**config.mk**
```make
export PLATFORM = sky130hd
export DESIGN_NAME = format_string_integer_formatter
export DESIGN_NICKNAME = d
export VERILOG_FILES = /design/src/rtl/fsif_pkg.sv /design/src/rtl/fsif_front.sv /design/src/rtl/fsif_queue.sv /design/src/rtl/fsif_back.sv /design/src/rtl/format_string_integer_formatter.sv
export SDC_FILE = /design/constraint.sdc
export NUM_CORES = 2
export LEC_CHECK = 0
export ABC_CLOCK_PERIOD_IN_PS = 7250
export BUFFER_PORTS_ARGS = -buffer_cell sky130_fd_sc_hd__buf_2
export CAP_MARGIN = 40
export CORE_MARGIN = 8
export CORE_UTILIZATION = 43
export DETAILED_ROUTE_END_ITERATION = 6
export GPL_TIMING_DRIVEN = 0
export SLEW_MARGIN = 20
export SYNTH_ARGS = -nofsm -noshare
export SYNTH_HDL_FRONTEND = slang
export SYNTH_SLANG_ARGS = --single-unit
export TNS_END_PERCENT = 10
```
**constraint.sdc**
```tcl
create_clock -name i_clk -period 7.25 [get_ports i_clk]
set_clock_uncertainty 0.05 [all_clocks]
set_input_delay 0.3625 -clock i_clk [delete_from_list [all_inputs] [get_ports i_clk]]
set_output_delay 0.3625 -clock i_clk [all_outputs]
set_load 0.02 [all_outputs]
```
**src/rtl/fsif_pkg.sv**
```systemverilog
// Shared types, constants and a helper function of the integer text formatter.
package fsif_pkg;

    localparam int OUT_LIMIT_DEF = 63;
    localparam int QUEUE_DEPTH_DEF = 2;
    localparam logic [5:0] MAX_RESULTS = 6'd63;
    localparam int NUM_DIGITS = 11;

    localparam logic [1:0] CMD_FMT = 2'd0;
    localparam logic [1:0] CMD_STR = 2'd1;
    localparam logic [1:0] CMD_END = 2'd2;

    localparam logic [7:0] CH_PCT   = 8'h25;
    localparam logic [7:0] CH_ZERO  = 8'h30;
    localparam logic [7:0] CH_NINE  = 8'h39;
    localparam logic [7:0] CH_UPA   = 8'h41;
    localparam logic [7:0] CH_MINUS = 8'h2d;
    localparam logic [7:0] CH_SPACE = 8'h20;
    localparam logic [7:0] CH_D     = 8'h64;
    localparam logic [7:0] CH_I     = 8'h69;
    localparam logic [7:0] CH_U     = 8'h75;
    localparam logic [7:0] CH_X     = 8'h78;
    localparam logic [7:0] CH_UPX   = 8'h58;
    localparam logic [7:0] CH_C     = 8'h63;

    localparam logic [31:0] RECIP10 = 32'hcccccccd;

    typedef enum logic [1:0] {
        OP_CHAR = 2'd0,
        OP_NUM  = 2'd1,
        OP_END  = 2'd2
    } t_kind;

    typedef struct packed {
        t_kind       kind;
        logic [7:0]  ch;
        logic [31:0] arg;
        logic        zero_pad;
        logic [7:0]  width;
        logic        hex;
        logic        sgn;
    } t_op;

    function automatic logic [7:0] digit_char(input logic [3:0] d);
        logic [7:0] c;
        if (d < 4'd10) begin
            c = CH_ZERO + {4'd0, d};
        end else begin
            c = CH_UPA + {4'd0, d} - 8'd10;
        end
        return c;
    endfunction

endpackage

```
**src/rtl/fsif_front.sv**
```systemverilog
// Format parser: accepts requests, tracks the conversion spec, issues operations.
module fsif_front import fsif_pkg::*; (
    input  logic        i_clk,
    input  logic        i_rst_n,
    input  logic        i_take,
    input  logic [1:0]  i_cmd,
    input  logic [7:0]  i_in_char,
    input  logic [31:0] i_arg_value,
    output logic        o_push,
    output t_op         o_op
);

    typedef enum logic [2:0] {
        PH_LITERAL = 3'b001,
        PH_FLAG    = 3'b010,
        PH_WIDTH   = 3'b100
    } t_phase;

    t_phase     r_phase, n_phase;
    logic       r_zp, n_zp;
    logic [7:0] r_w, n_w;

    always_comb begin
        n_phase = r_phase;
        n_zp = r_zp;
        n_w = r_w;
        o_push = 1'b0;
        o_op.kind = OP_CHAR;
        o_op.ch = i_in_char;
        o_op.arg = i_arg_value;
        o_op.zero_pad = r_zp;
        o_op.width = r_w;
        o_op.hex = 1'b0;
        o_op.sgn = 1'b0;
        if (i_take) begin
            if (i_cmd == CMD_END) begin
                o_push = 1'b1;
                o_op.kind = OP_END;
                n_phase = PH_LITERAL;
                n_zp = 1'b0;
                n_w = 8'd0;
            end else if (i_cmd == CMD_STR) begin
                o_push = (i_in_char != 8'd0);
            end else if (i_cmd == CMD_FMT) begin
                if (r_phase == PH_LITERAL) begin
                    if (i_in_char == CH_PCT) begin
                        n_phase = PH_FLAG;
                        n_zp = 1'b0;
                        n_w = 8'd0;
                    end else begin
                        o_push = (i_in_char != 8'd0);
                    end
                end else if (r_phase == PH_FLAG && i_in_char == CH_ZERO) begin
                    n_zp = 1'b1;
                    n_phase = PH_WIDTH;
                end else if (i_in_char >= CH_ZERO && i_in_char <= CH_NINE) begin
                    n_w = {r_w[4:0], 3'b000} + {r_w[6:0], 1'b0} + (i_in_char - CH_ZERO);
                    n_phase = PH_WIDTH;
                end else begin
                    n_phase = PH_LITERAL;
                    n_zp = 1'b0;
                    n_w = 8'd0;
                    if (i_in_char == CH_D || i_in_char == CH_I) begin
                        o_push = 1'b1;
                        o_op.kind = OP_NUM;
                        o_op.sgn = 1'b1;
                    end else if (i_in_char == CH_U) begin
                        o_push = 1'b1;
                        o_op.kind = OP_NUM;
                    end else if (i_in_char == CH_X || i_in_char == CH_UPX) begin
                        o_push = 1'b1;
                        o_op.kind = OP_NUM;
                        o_op.hex = 1'b1;
                    end else if (i_in_char == CH_C) begin
                        o_push = 1'b1;
                        o_op.ch = i_arg_value[7:0];
                    end else if (i_in_char == CH_PCT) begin
                        o_push = 1'b1;
                        o_op.ch = CH_PCT;
                    end
                end
            end
        end
    end

    always_ff @(posedge i_clk) begin
        if (!i_rst_n) begin
            r_phase <= PH_LITERAL;
            r_zp <= 1'b0;
            r_w <= 8'd0;
        end else begin
            r_phase <= n_phase;
            r_zp <= n_zp;
            r_w <= n_w;
        end
    end

endmodule

```
**src/rtl/fsif_queue.sv**
```systemverilog
// Small operation queue between parser and emitter.
module fsif_queue import fsif_pkg::*; #(
    parameter int DEPTH = QUEUE_DEPTH_DEF
) (
    input  logic i_clk,
    input  logic i_rst_n,
    input  logic i_push,
    input  t_op  i_op,
    output logic o_full,
    input  logic i_pop,
    output logic o_nonempty,
    output t_op  o_op
);

    localparam int AW = (DEPTH > 1) ? $clog2(DEPTH) : 1;

    t_op           r_mem [DEPTH];
    logic [AW-1:0] r_wr, r_rd;
    logic [AW:0]   r_count;

    assign o_full = (r_count == (AW+1)'(DEPTH));
    assign o_nonempty = (r_count != '0);
    assign o_op = r_mem[r_rd];

    always_ff @(posedge i_clk) begin
        if (i_push) begin
            r_mem[r_wr] <= i_op;
        end
    end

    always_ff @(posedge i_clk) begin
        if (!i_rst_n) begin
            r_wr <= '0;
            r_rd <= '0;
            r_count <= '0;
        end else begin
            if (i_push) begin
                r_wr <= (r_wr == AW'(DEPTH-1)) ? '0 : r_wr + 1'b1;
            end
            if (i_pop) begin
                r_rd <= (r_rd == AW'(DEPTH-1)) ? '0 : r_rd + 1'b1;
            end
            r_count <= r_count + (AW+1)'(i_push) - (AW+1)'(i_pop);
        end
    end

endmodule

```
**src/rtl/fsif_back.sv**
```systemverilog
// Emitter: converts numbers, pads, applies the output limit, drives results.
module fsif_back import fsif_pkg::*; #(
    parameter int OUT_LIMIT = OUT_LIMIT_DEF
) (
    input  logic       i_clk,
    input  logic       i_rst_n,
    input  logic       i_nonempty,
    input  t_op        i_op,
    output logic       o_pop,
    output logic       o_out_valid,
    input  logic       i_out_ready,
    output logic [7:0] o_out_char,
    output logic       o_last
);

    typedef enum logic [7:0] {
        S_IDLE = 8'b00000001,
        S_CHAR = 8'b00000010,
        S_END  = 8'b00000100,
        S_HEX  = 8'b00001000,
        S_MUL  = 8'b00010000,
        S_FIX  = 8'b00100000,
        S_PAD  = 8'b01000000,
        S_DIG  = 8'b10000000
    } t_state;

    t_state      r_state, n_state;
    t_op         r_op, n_op;
    logic [31:0] r_mag, n_mag;
    logic [63:0] r_prod;
    logic [3:0]  r_cnt, n_cnt;
    logic        r_neg, n_neg;
    logic        r_sign_due, n_sign_due;
    logic [7:0]  r_w, n_w;
    logic [7:0]  r_cw, n_cw;
    logic [5:0]  r_n, n_n;
    logic [7:0]  r_dig [NUM_DIGITS];
    logic        dig_we;
    logic [7:0]  dig_val;
    logic        r_ovalid, n_ovalid;
    logic [7:0]  r_ochar, n_ochar;
    logic        r_olast, n_olast;

    logic        can_emit, out_free, adv, load;
    logic [7:0]  emit_char;
    logic [31:0] q, rem;
    logic [7:0]  len;

    assign can_emit = (r_cw < 8'(OUT_LIMIT)) && (r_n < MAX_RESULTS);
    assign out_free = !r_ovalid || i_out_ready;
    assign adv = !can_emit || out_free;
    assign q = {3'd0, r_prod[63:35]};
    assign rem = r_mag - ({q[28:0], 3'b000} + {q[30:0], 1'b0});
    assign len = {4'd0, r_cnt} + {7'd0, r_neg};

    always_comb begin
        n_state = r_state;
        n_op = r_op;
        n_mag = r_mag;
        n_cnt = r_cnt;
        n_neg = r_neg;
        n_sign_due = r_sign_due;
        n_w = r_w;
        n_cw = r_cw;
        n_n = r_n;
        o_pop = 1'b0;
        dig_we = 1'b0;
        dig_val = digit_char(r_mag[3:0]);
        load = 1'b0;
        emit_char = r_op.ch;
        n_olast = r_olast;
        unique case (r_state)
            S_IDLE: begin
                if (i_nonempty) begin
                    o_pop = 1'b1;
                    n_op = i_op;
                    n_n = 6'd0;
                    n_cnt = 4'd0;
                    n_w = i_op.width;
                    n_neg = i_op.sgn && i_op.arg[31];
                    n_sign_due = i_op.sgn && i_op.arg[31];
                    n_mag = (i_op.sgn && i_op.arg[31]) ? (32'd0 - i_op.arg) : i_op.arg;
                    unique case (i_op.kind)
                        OP_NUM:  n_state = i_op.hex ? S_HEX : S_MUL;
                        OP_END:  n_state = S_END;
                        default: n_state = S_CHAR;
                    endcase
                end
            end
            S_CHAR: begin
                load = can_emit && out_free;
                if (adv) begin
                    n_state = S_IDLE;
                end
            end
            S_END: begin
                if (out_free) begin
                    n_state = S_IDLE;
                    n_cw = 8'd0;
                end
            end
            S_HEX: begin
                dig_we = 1'b1;
                n_cnt = r_cnt + 4'd1;
                n_mag = {4'd0, r_mag[31:4]};
                if (r_mag[31:4] == 28'd0 || r_cnt == 4'(NUM_DIGITS-1)) begin
                    n_state = S_PAD;
                end
            end
            S_MUL: begin
                n_state = S_FIX;
            end
            S_FIX: begin
                dig_we = 1'b1;
                dig_val = digit_char(rem[3:0]);
                n_cnt = r_cnt + 4'd1;
                n_mag = q;
                n_state = (q == 32'd0 || r_cnt == 4'(NUM_DIGITS-1)) ? S_PAD : S_MUL;
            end
            S_PAD: begin
                if (len < r_w) begin
                    emit_char = r_op.zero_pad ? CH_ZERO : CH_SPACE;
                    load = can_emit && out_free;
                    if (adv) begin
                        n_w = r_w - 8'd1;
                    end
                end else begin
                    n_state = S_DIG;
                end
            end
            S_DIG: begin
                if (r_sign_due) begin
                    emit_char = CH_MINUS;
                    load = can_emit && out_free;
                    if (adv) begin
                        n_sign_due = 1'b0;
                    end
                end else begin
                    emit_char = r_dig[r_cnt - 4'd1];
                    load = can_emit && out_free;
                    if (adv) begin
                        n_cnt = r_cnt - 4'd1;
                        if (r_cnt == 4'd1) begin
                            n_state = S_IDLE;
                        end
                    end
                end
            end
            default: n_state = S_IDLE;
        endcase

        n_ovalid = r_ovalid && !i_out_ready;
        n_ochar = r_ochar;
        if (r_state == S_END && out_free) begin
            n_ovalid = 1'b1;
            n_ochar = 8'd0;
            n_olast = 1'b1;
        end else if (load) begin
            n_ovalid = 1'b1;
            n_ochar = emit_char;
            n_olast = 1'b0;
            n_cw = r_cw + 8'd1;
            n_n = r_n + 6'd1;
        end
    end

    always_ff @(posedge i_clk) begin
        r_prod <= r_mag * RECIP10;
        r_op <= n_op;
        r_mag <= n_mag;
        r_cnt <= n_cnt;
        r_neg <= n_neg;
        r_sign_due <= n_sign_due;
        r_w <= n_w;
        r_n <= n_n;
        r_ochar <= n_ochar;
        r_olast <= n_olast;
        if (dig_we) begin
            r_dig[r_cnt] <= dig_val;
        end
    end

    always_ff @(posedge i_clk) begin
        if (!i_rst_n) begin
            r_state <= S_IDLE;
            r_cw <= 8'd0;
            r_ovalid <= 1'b0;
        end else begin
            r_state <= n_state;
            r_cw <= n_cw;
            r_ovalid <= n_ovalid;
        end
    end

    assign o_out_valid = r_ovalid;
    assign o_out_char = r_ochar;
    assign o_last = r_olast;

endmodule

```
**src/rtl/format_string_integer_formatter.sv**
```systemverilog
// Top level of the printf-style integer text formatter.
// One request is one format character, string character or end marker; the
// block emits one output character per cycle while it pads or writes digits
// and the sink is ready. The parser takes a request whenever its queue has
// room. The emitter takes an operation from the queue in its idle state and
// then emits its characters. A decimal conversion produces each digit by a
// reciprocal multiply and a correction, and a hex conversion by a shift; the
// pad state then writes the padding and hands over to the digit state. The
// widest field is 255. At most OUT_LIMIT characters are written per string;
// the end marker always yields a zero terminator with o_last set and restarts
// the count.
module format_string_integer_formatter import fsif_pkg::*; #(
    parameter int OUT_LIMIT = OUT_LIMIT_DEF,
    parameter int QUEUE_DEPTH = QUEUE_DEPTH_DEF
) (
    input  logic        i_clk,
    input  logic        i_rst_n,
    input  logic        i_in_valid,
    output logic        o_in_ready,
    input  logic [1:0]  i_cmd,
    input  logic [7:0]  i_in_char,
    input  logic [31:0] i_arg_value,
    output logic        o_out_valid,
    input  logic        i_out_ready,
    output logic [7:0]  o_out_char,
    output logic        o_last
);

    logic q_full, q_nonempty, push, pop;
    t_op  push_op, head_op;

    assign o_in_ready = !q_full;

    fsif_front u_front (
        .i_clk       (i_clk),
        .i_rst_n     (i_rst_n),
        .i_take      (i_in_valid && !q_full),
        .i_cmd       (i_cmd),
        .i_in_char   (i_in_char),
        .i_arg_value (i_arg_value),
        .o_push      (push),
        .o_op        (push_op)
    );

    fsif_queue #(.DEPTH(QUEUE_DEPTH)) u_queue (
        .i_clk      (i_clk),
        .i_rst_n    (i_rst_n),
        .i_push     (push),
        .i_op       (push_op),
        .o_full     (q_full),
        .i_pop      (pop),
        .o_nonempty (q_nonempty),
        .o_op       (head_op)
    );

    fsif_back #(.OUT_LIMIT(OUT_LIMIT)) u_back (
        .i_clk       (i_clk),
        .i_rst_n     (i_rst_n),
        .i_nonempty  (q_nonempty),
        .i_op        (head_op),
        .o_pop       (pop),
        .o_out_valid (o_out_valid),
        .i_out_ready (i_out_ready),
        .o_out_char  (o_out_char),
        .o_last      (o_last)
    );

endmodule

```
# Yosys cells after proc, flatten, opt, wreduce, memory -nomap -nowiden
# Memory sizes are Yosys's and may differ from the RTL's. A register that Yosys moved wholly into a read port is not among the register bits.
# Index checks and enable logic that the tools add are counted.
# word_totals
output_inout_bits	11
word_cells	248
register_bits	167
inputBits	46
memories	2
mem_bits_rw	194
# memory_table
name	depth	word_bits	rd	rd_ports_with_merged_regs	wr	line	rtl
u_queue.r_mem	2	53	1	1	1	fsif_queue.sv:17	t_op r_mem [DEPTH];
u_back.r_dig	11	8	1	0	1	fsif_back.sv:37	logic [7:0] r_dig [NUM_DIGITS];
# op_classes
add_sub_neg	22
muxes	118
reduce_logical	39
n_lt_le_gt_ge	7
eq_ne	39
multipliers	1
# op_table
operator	count
8-bit 2-to-1 mux	33
32-bit case mux with 3 select lines	1
32-bit by 32-bit multiplier with 64-bit output, second input constant	1
32-bit 2-to-1 mux	2
8-bit case mux with 8 select lines	1
10-bit 2-to-1 mux	6
8-bit by 7-bit == test with 1-bit output, second input constant	7
8-bit case mux with 2 select lines	3
1-bit 2-to-1 mux	42
32-bit logical NOT	1
1-bit by 32-bit subtractor with 32-bit output, first input constant	1
28-bit logical NOT	1
8-bit by 6-bit == test with 1-bit output, second input constant	3
6-bit 2-to-1 mux	4
3-bit 2-to-1 mux	7
2-bit 2-to-1 mux	10
7-bit by 4-bit adder with 8-bit output, first input constant	2
8-bit adder	2
2-bit by 1-bit inequality test with 1-bit output, second input constant	8
8-bit by 4-bit subtractor with 8-bit output, second input constant	2
6-bit by 4-bit adder with 7-bit output, first input constant	2
4-bit 2-to-1 mux	3
4-bit case mux with 3 select lines	1
4-bit AND reduction	3
other kinds (48)	80

# Logic depth before layout (Yosys ltp)
# depth
ltp_word	15
mapped_depth	26
depth_no_buf	25

# Cells and area by module
# From an unflattened synthesis, not the netlist that was laid out.
# hier_totals
hier_cells	2867
hier_area_um2	31765.5
# by_module_without_submodules
module	area_per_inst_um2	cells_each	instances	seq_area_each_um2
fsif_back	25821.0	2473	1	5185.0
fsif_queue	4306.6	186	1	3283.1
fsif_front	1627.8	206	1	240.2
format_string_integer_formatter	10.0	2	1	0.0

# Least setup slack after synthesis
# Ideal clock, no wire load.
# synth_path
path_kind	flip-flop to flip-flop
from	register u_back.r_mag[1]
to	register u_back.r_prod[61]
t_arrival_ns	6.932
synth_period_minus_slack_ns	7.062
setup_ns	0.079
stages_incl_launch_ff	22
n_path_buf	0
path_slack_ns	0.188
t_required_ns	7.121
cell_sequence	edfxtp_1 -> inv_1 -> ha_1 -> xor2_1 -> ha_1 -> or2_2 -> fa_1 -> fa_1 -> fa_1 -> fa_1 -> fa_1 -> inv_1 -> fa_1 -> inv_1 -> ha_1 -> nand4_1 -> or3_1 -> a2111oi_2 -> nor3_2 -> o41ai_4 -> or3b_1 -> a22oi_1
# synth_between
elab_chain_len	1
# synth_lines
element	line	rtl
start: declaration	fsif_back.sv:29	logic [31:0] r_mag, n_mag;
start signal: assignment	fsif_back.sv:170	r_mag <= n_mag;
32-bit by 32-bit multiplier with 64-bit output	fsif_back.sv:168	r_prod <= r_mag * RECIP10;
end signal: assignment	fsif_back.sv:168	
end: declaration	fsif_back.sv:30	logic [63:0] r_prod;
# No other way between the ends.
# A chain may end at the register's enable or synchronous reset.

# Final worst setup path
# layout_path
from	register u_back.r_mag[10]
to	register u_back.r_prod[56]
# The elaborated chain is that of the path after synthesis.

==> impl_metrics.ini <==
[die]
ios = 57
initial_core_util_pct = 43.3
rows = 100
die_w_um = 289
die_h_um = 289
design.core.area_mm2 = 0.0741
die_area_mm2 = 0.0835

[logic_synthesis]
netlist_instances = 3005
avgSynthCellArea_um2 = 10.7
async_flop_share_pct = 0
synth_nets = 3843
synth_edf_count = 238
synth.yosys.seq_area_share_pct = 27.2
yosysWarnings = 0
yosys.area.top_type = fa_1
ys_types = 87
synthTopCellsByCount = inv_1 (711), ha_1 (400), fa_1 (392)
synth-seq-cells = 316
yosysMostFrequentCell = inv_1
synth_top_area_share_pct = 24.5
ys.flop_type = edfxtp_1
synth_area_leaders = fa_1 (24%), edfxtp_1 (22%), ha_1 (16%), inv_1 (8.3%), dfxtp_1 (4.9%)
syn_area_mm2 = 0.0321

[worst_setup_path]
worst-path-max-fanout = 6
slowest_delay_ps = 560
crit_path_top_delay_cell = fa_1
crit-reg2reg-launch = u_back.r_mag[10]
critPathLaunch = u_back.r_mag[10]
path_common_cell = fa_1
crit_buf_inv = 8
r2r_end = u_back.r_prod[56]
crit_type = reg -> reg
cp.required_ps = 7640
worst-r2r-cell-count = 27
cp.arrival_ps = 7560
crit_family = adder cells
end_kind = register
cp-start-kind = register
cp.depth = 27
ff2ff_setup_slack_ps = 80

[timing]
rsz0062_at_grt = true
fin_crit_sh_pct = 98.9
fmax_mhz = 139
hold_viol = 0
slew_violations = 0
relSlewSlack_pct = 44.1
setup_viol = 0
worst_pin_slew_ps = 815
period_minus_slack_ps = 7170

[finish]
drive_gt1_share_pct = 14.8
nets = 4099
fillers = 6695
synthToLayoutAreaGrowth_pct = 16.3
post-route-util_pct = 50.3

[clock_tree]
clkSlewWorstSetupHoldPaths_ps = 60
worst_skew_pair.late_latency_ps = 570
h-tree-depth = 1
cts_made_buffers = 30
clockRootBuffer = clkbuf_16
clock_path_buffers = 3
numClockSinks = 316
cts_tree = built

[global_route]
grt.total_usage_pct = 21.9
grt_max_degree = 54
antenna_found_initial = 3
first_global_vias = 23424
grt_pass1_wl_mm = 139
gr-total-overflow = 0

[route]
drc = 0
drt_iter0_drc = 1518
vias = 22460
wl_per_cell_um = 21.2
first_pass_iters = 5
ant_nets = 0
via_per_inst = 5.28
wl_mm = 90.4

[job]
cap_violations = 0

[placed_design]
dpl.hpwl_mm = 71.6
port_buffers = 55
gp_congestion = 0.993

[min_path]
hold_path.startpoint = i_rst_n
hold_path.class = in -> reg
hold_path_depth = 2
hold_end = u_front.r_w[0]

[outcome]
status = complete, no violations
-- cell type report --
cell class	count	area, µm²	area share, %
multi-input combinational	1913	21400	57.5
sequential	316	8710	23.4
inverter	711	2710	7.28
timing repair buffer	227	1790	4.80
tap	969	1210	3.25
clock buffer	40	841	2.26
buffer	62	340	0.913
clock inverter	16	228	0.611
antenna	1	2.50	0.00671
-- stage by stage --
stage | std cells | instance area (µm²) | hold WS (ps) | TNS [ps] | setup WS [ps]
6_report | 4255 | 37300 | 117 | 0 | 80.8
5_1_grt | 4254 | 37300 | 100 | -332 | -89.4
4_1_cts | 4221 | 36500 | 91.3 | 0 | 1.39
3_3_place_gp | 4029 | 33500 | 390 | -24820 | -1400
2_1_floorplan | 3005 | 32100 | 375 | 0 | 188
3_5_place_dp | 4037 | 33600 | 397 | -24350 | -1390
-- logic make-up (layout without fill, tap and decap cells) --
logic type | Yosys count | after routing | synth area share, %
AO/OA/AOI/OAI | 442 | 442 | 9.00
other | 0 | 1 | 0
flip-flops | 316 | 316 | 27.2
multiplexers | 84 | 84 | 3.35
XOR/XNOR | 132 | 132 | 3.61
buffers and inverters | 776 | 1056 | 9.34
adder cells (fa/ha/maj) | 792 | 792 | 40.1
AND/OR/NAND/NOR | 463 | 463 | 7.44
-- cells in the final DEF, fill, tap and decap left out, types with 36 or more instances in the layout --
| cell | n |
|---|---|
| inv_1 | 676 |
| fa_1 | 383 |
| ha_1 | 336 |
| edfxtp_1 | 238 |
| a21oi_1 | 124 |
| buf_4 | 122 |
| nor2_1 | 106 |
| nand2_1 | 104 |
| o21ai_0 | 87 |
| dfxtp_1 | 78 |
| xnor2_1 | 70 |
| buf_2 | 66 |
| xor2_1 | 51 |
| mux2i_1 | 51 |
| a21o_1 | 49 |
| ha_4 | 47 |
| nor3_1 | 39 |
| clkbuf_1 | 38 |
| nand3_1 | 36 |
-- worst max-delay path by stage --
stage,end
detailed placement,u_back.r_prod[56]
floorplan,u_back.r_prod[61]
global placement,u_back.r_prod[56]
finish,u_back.r_prod[56]
CTS,u_back.r_prod[61]
global route,u_back.r_prod[61]
-- layer usage --
layer | vias up | GRT usage (%) | wire length, µm
met3 | 143 | 5.03 | 7570
met4 | 2 | 5.42 | 2190
met2 | 767 | 35.6 | 41700
met5 | - | 0 | 13
met1 | 11099 | 29.5 | 38900
li1 | 10449 | - | -
-- registers in the layout, indices dropped and copies added (netlist names), 2 cells and up, named ones only --
| name | count |
|---|---|
| u_back.r_op | 9 |
| u_back.r_w | 8 |
| u_front.r_w | 8 |
| u_queue.r_mem | 106 |
| u_queue.r_count | 2 |
| u_back.r_n | 6 |
| u_back.r_cnt | 4 |
| u_back.o_out_char | 8 |
| u_back.r_dig | 77 |
| u_front.r_phase | 3 |
| u_back.r_state | 8 |
| u_back.r_mag | 32 |
| u_back.r_prod | 29 |
| u_back.r_cw | 8 |
-- what timing repair did --
action,in CTS,in global routing
pin swaps,28,70
cloned,0,0
endpoints found under the setup margin,29,26
buffers inserted,98,33
hold buffers,32,0
resized for setup,136,119
hold endpoints to repair,64,0
Power is left out: the tool's default activity adds up to more than one toggle a clock period on the data nets, which glitch-free logic cannot reach.
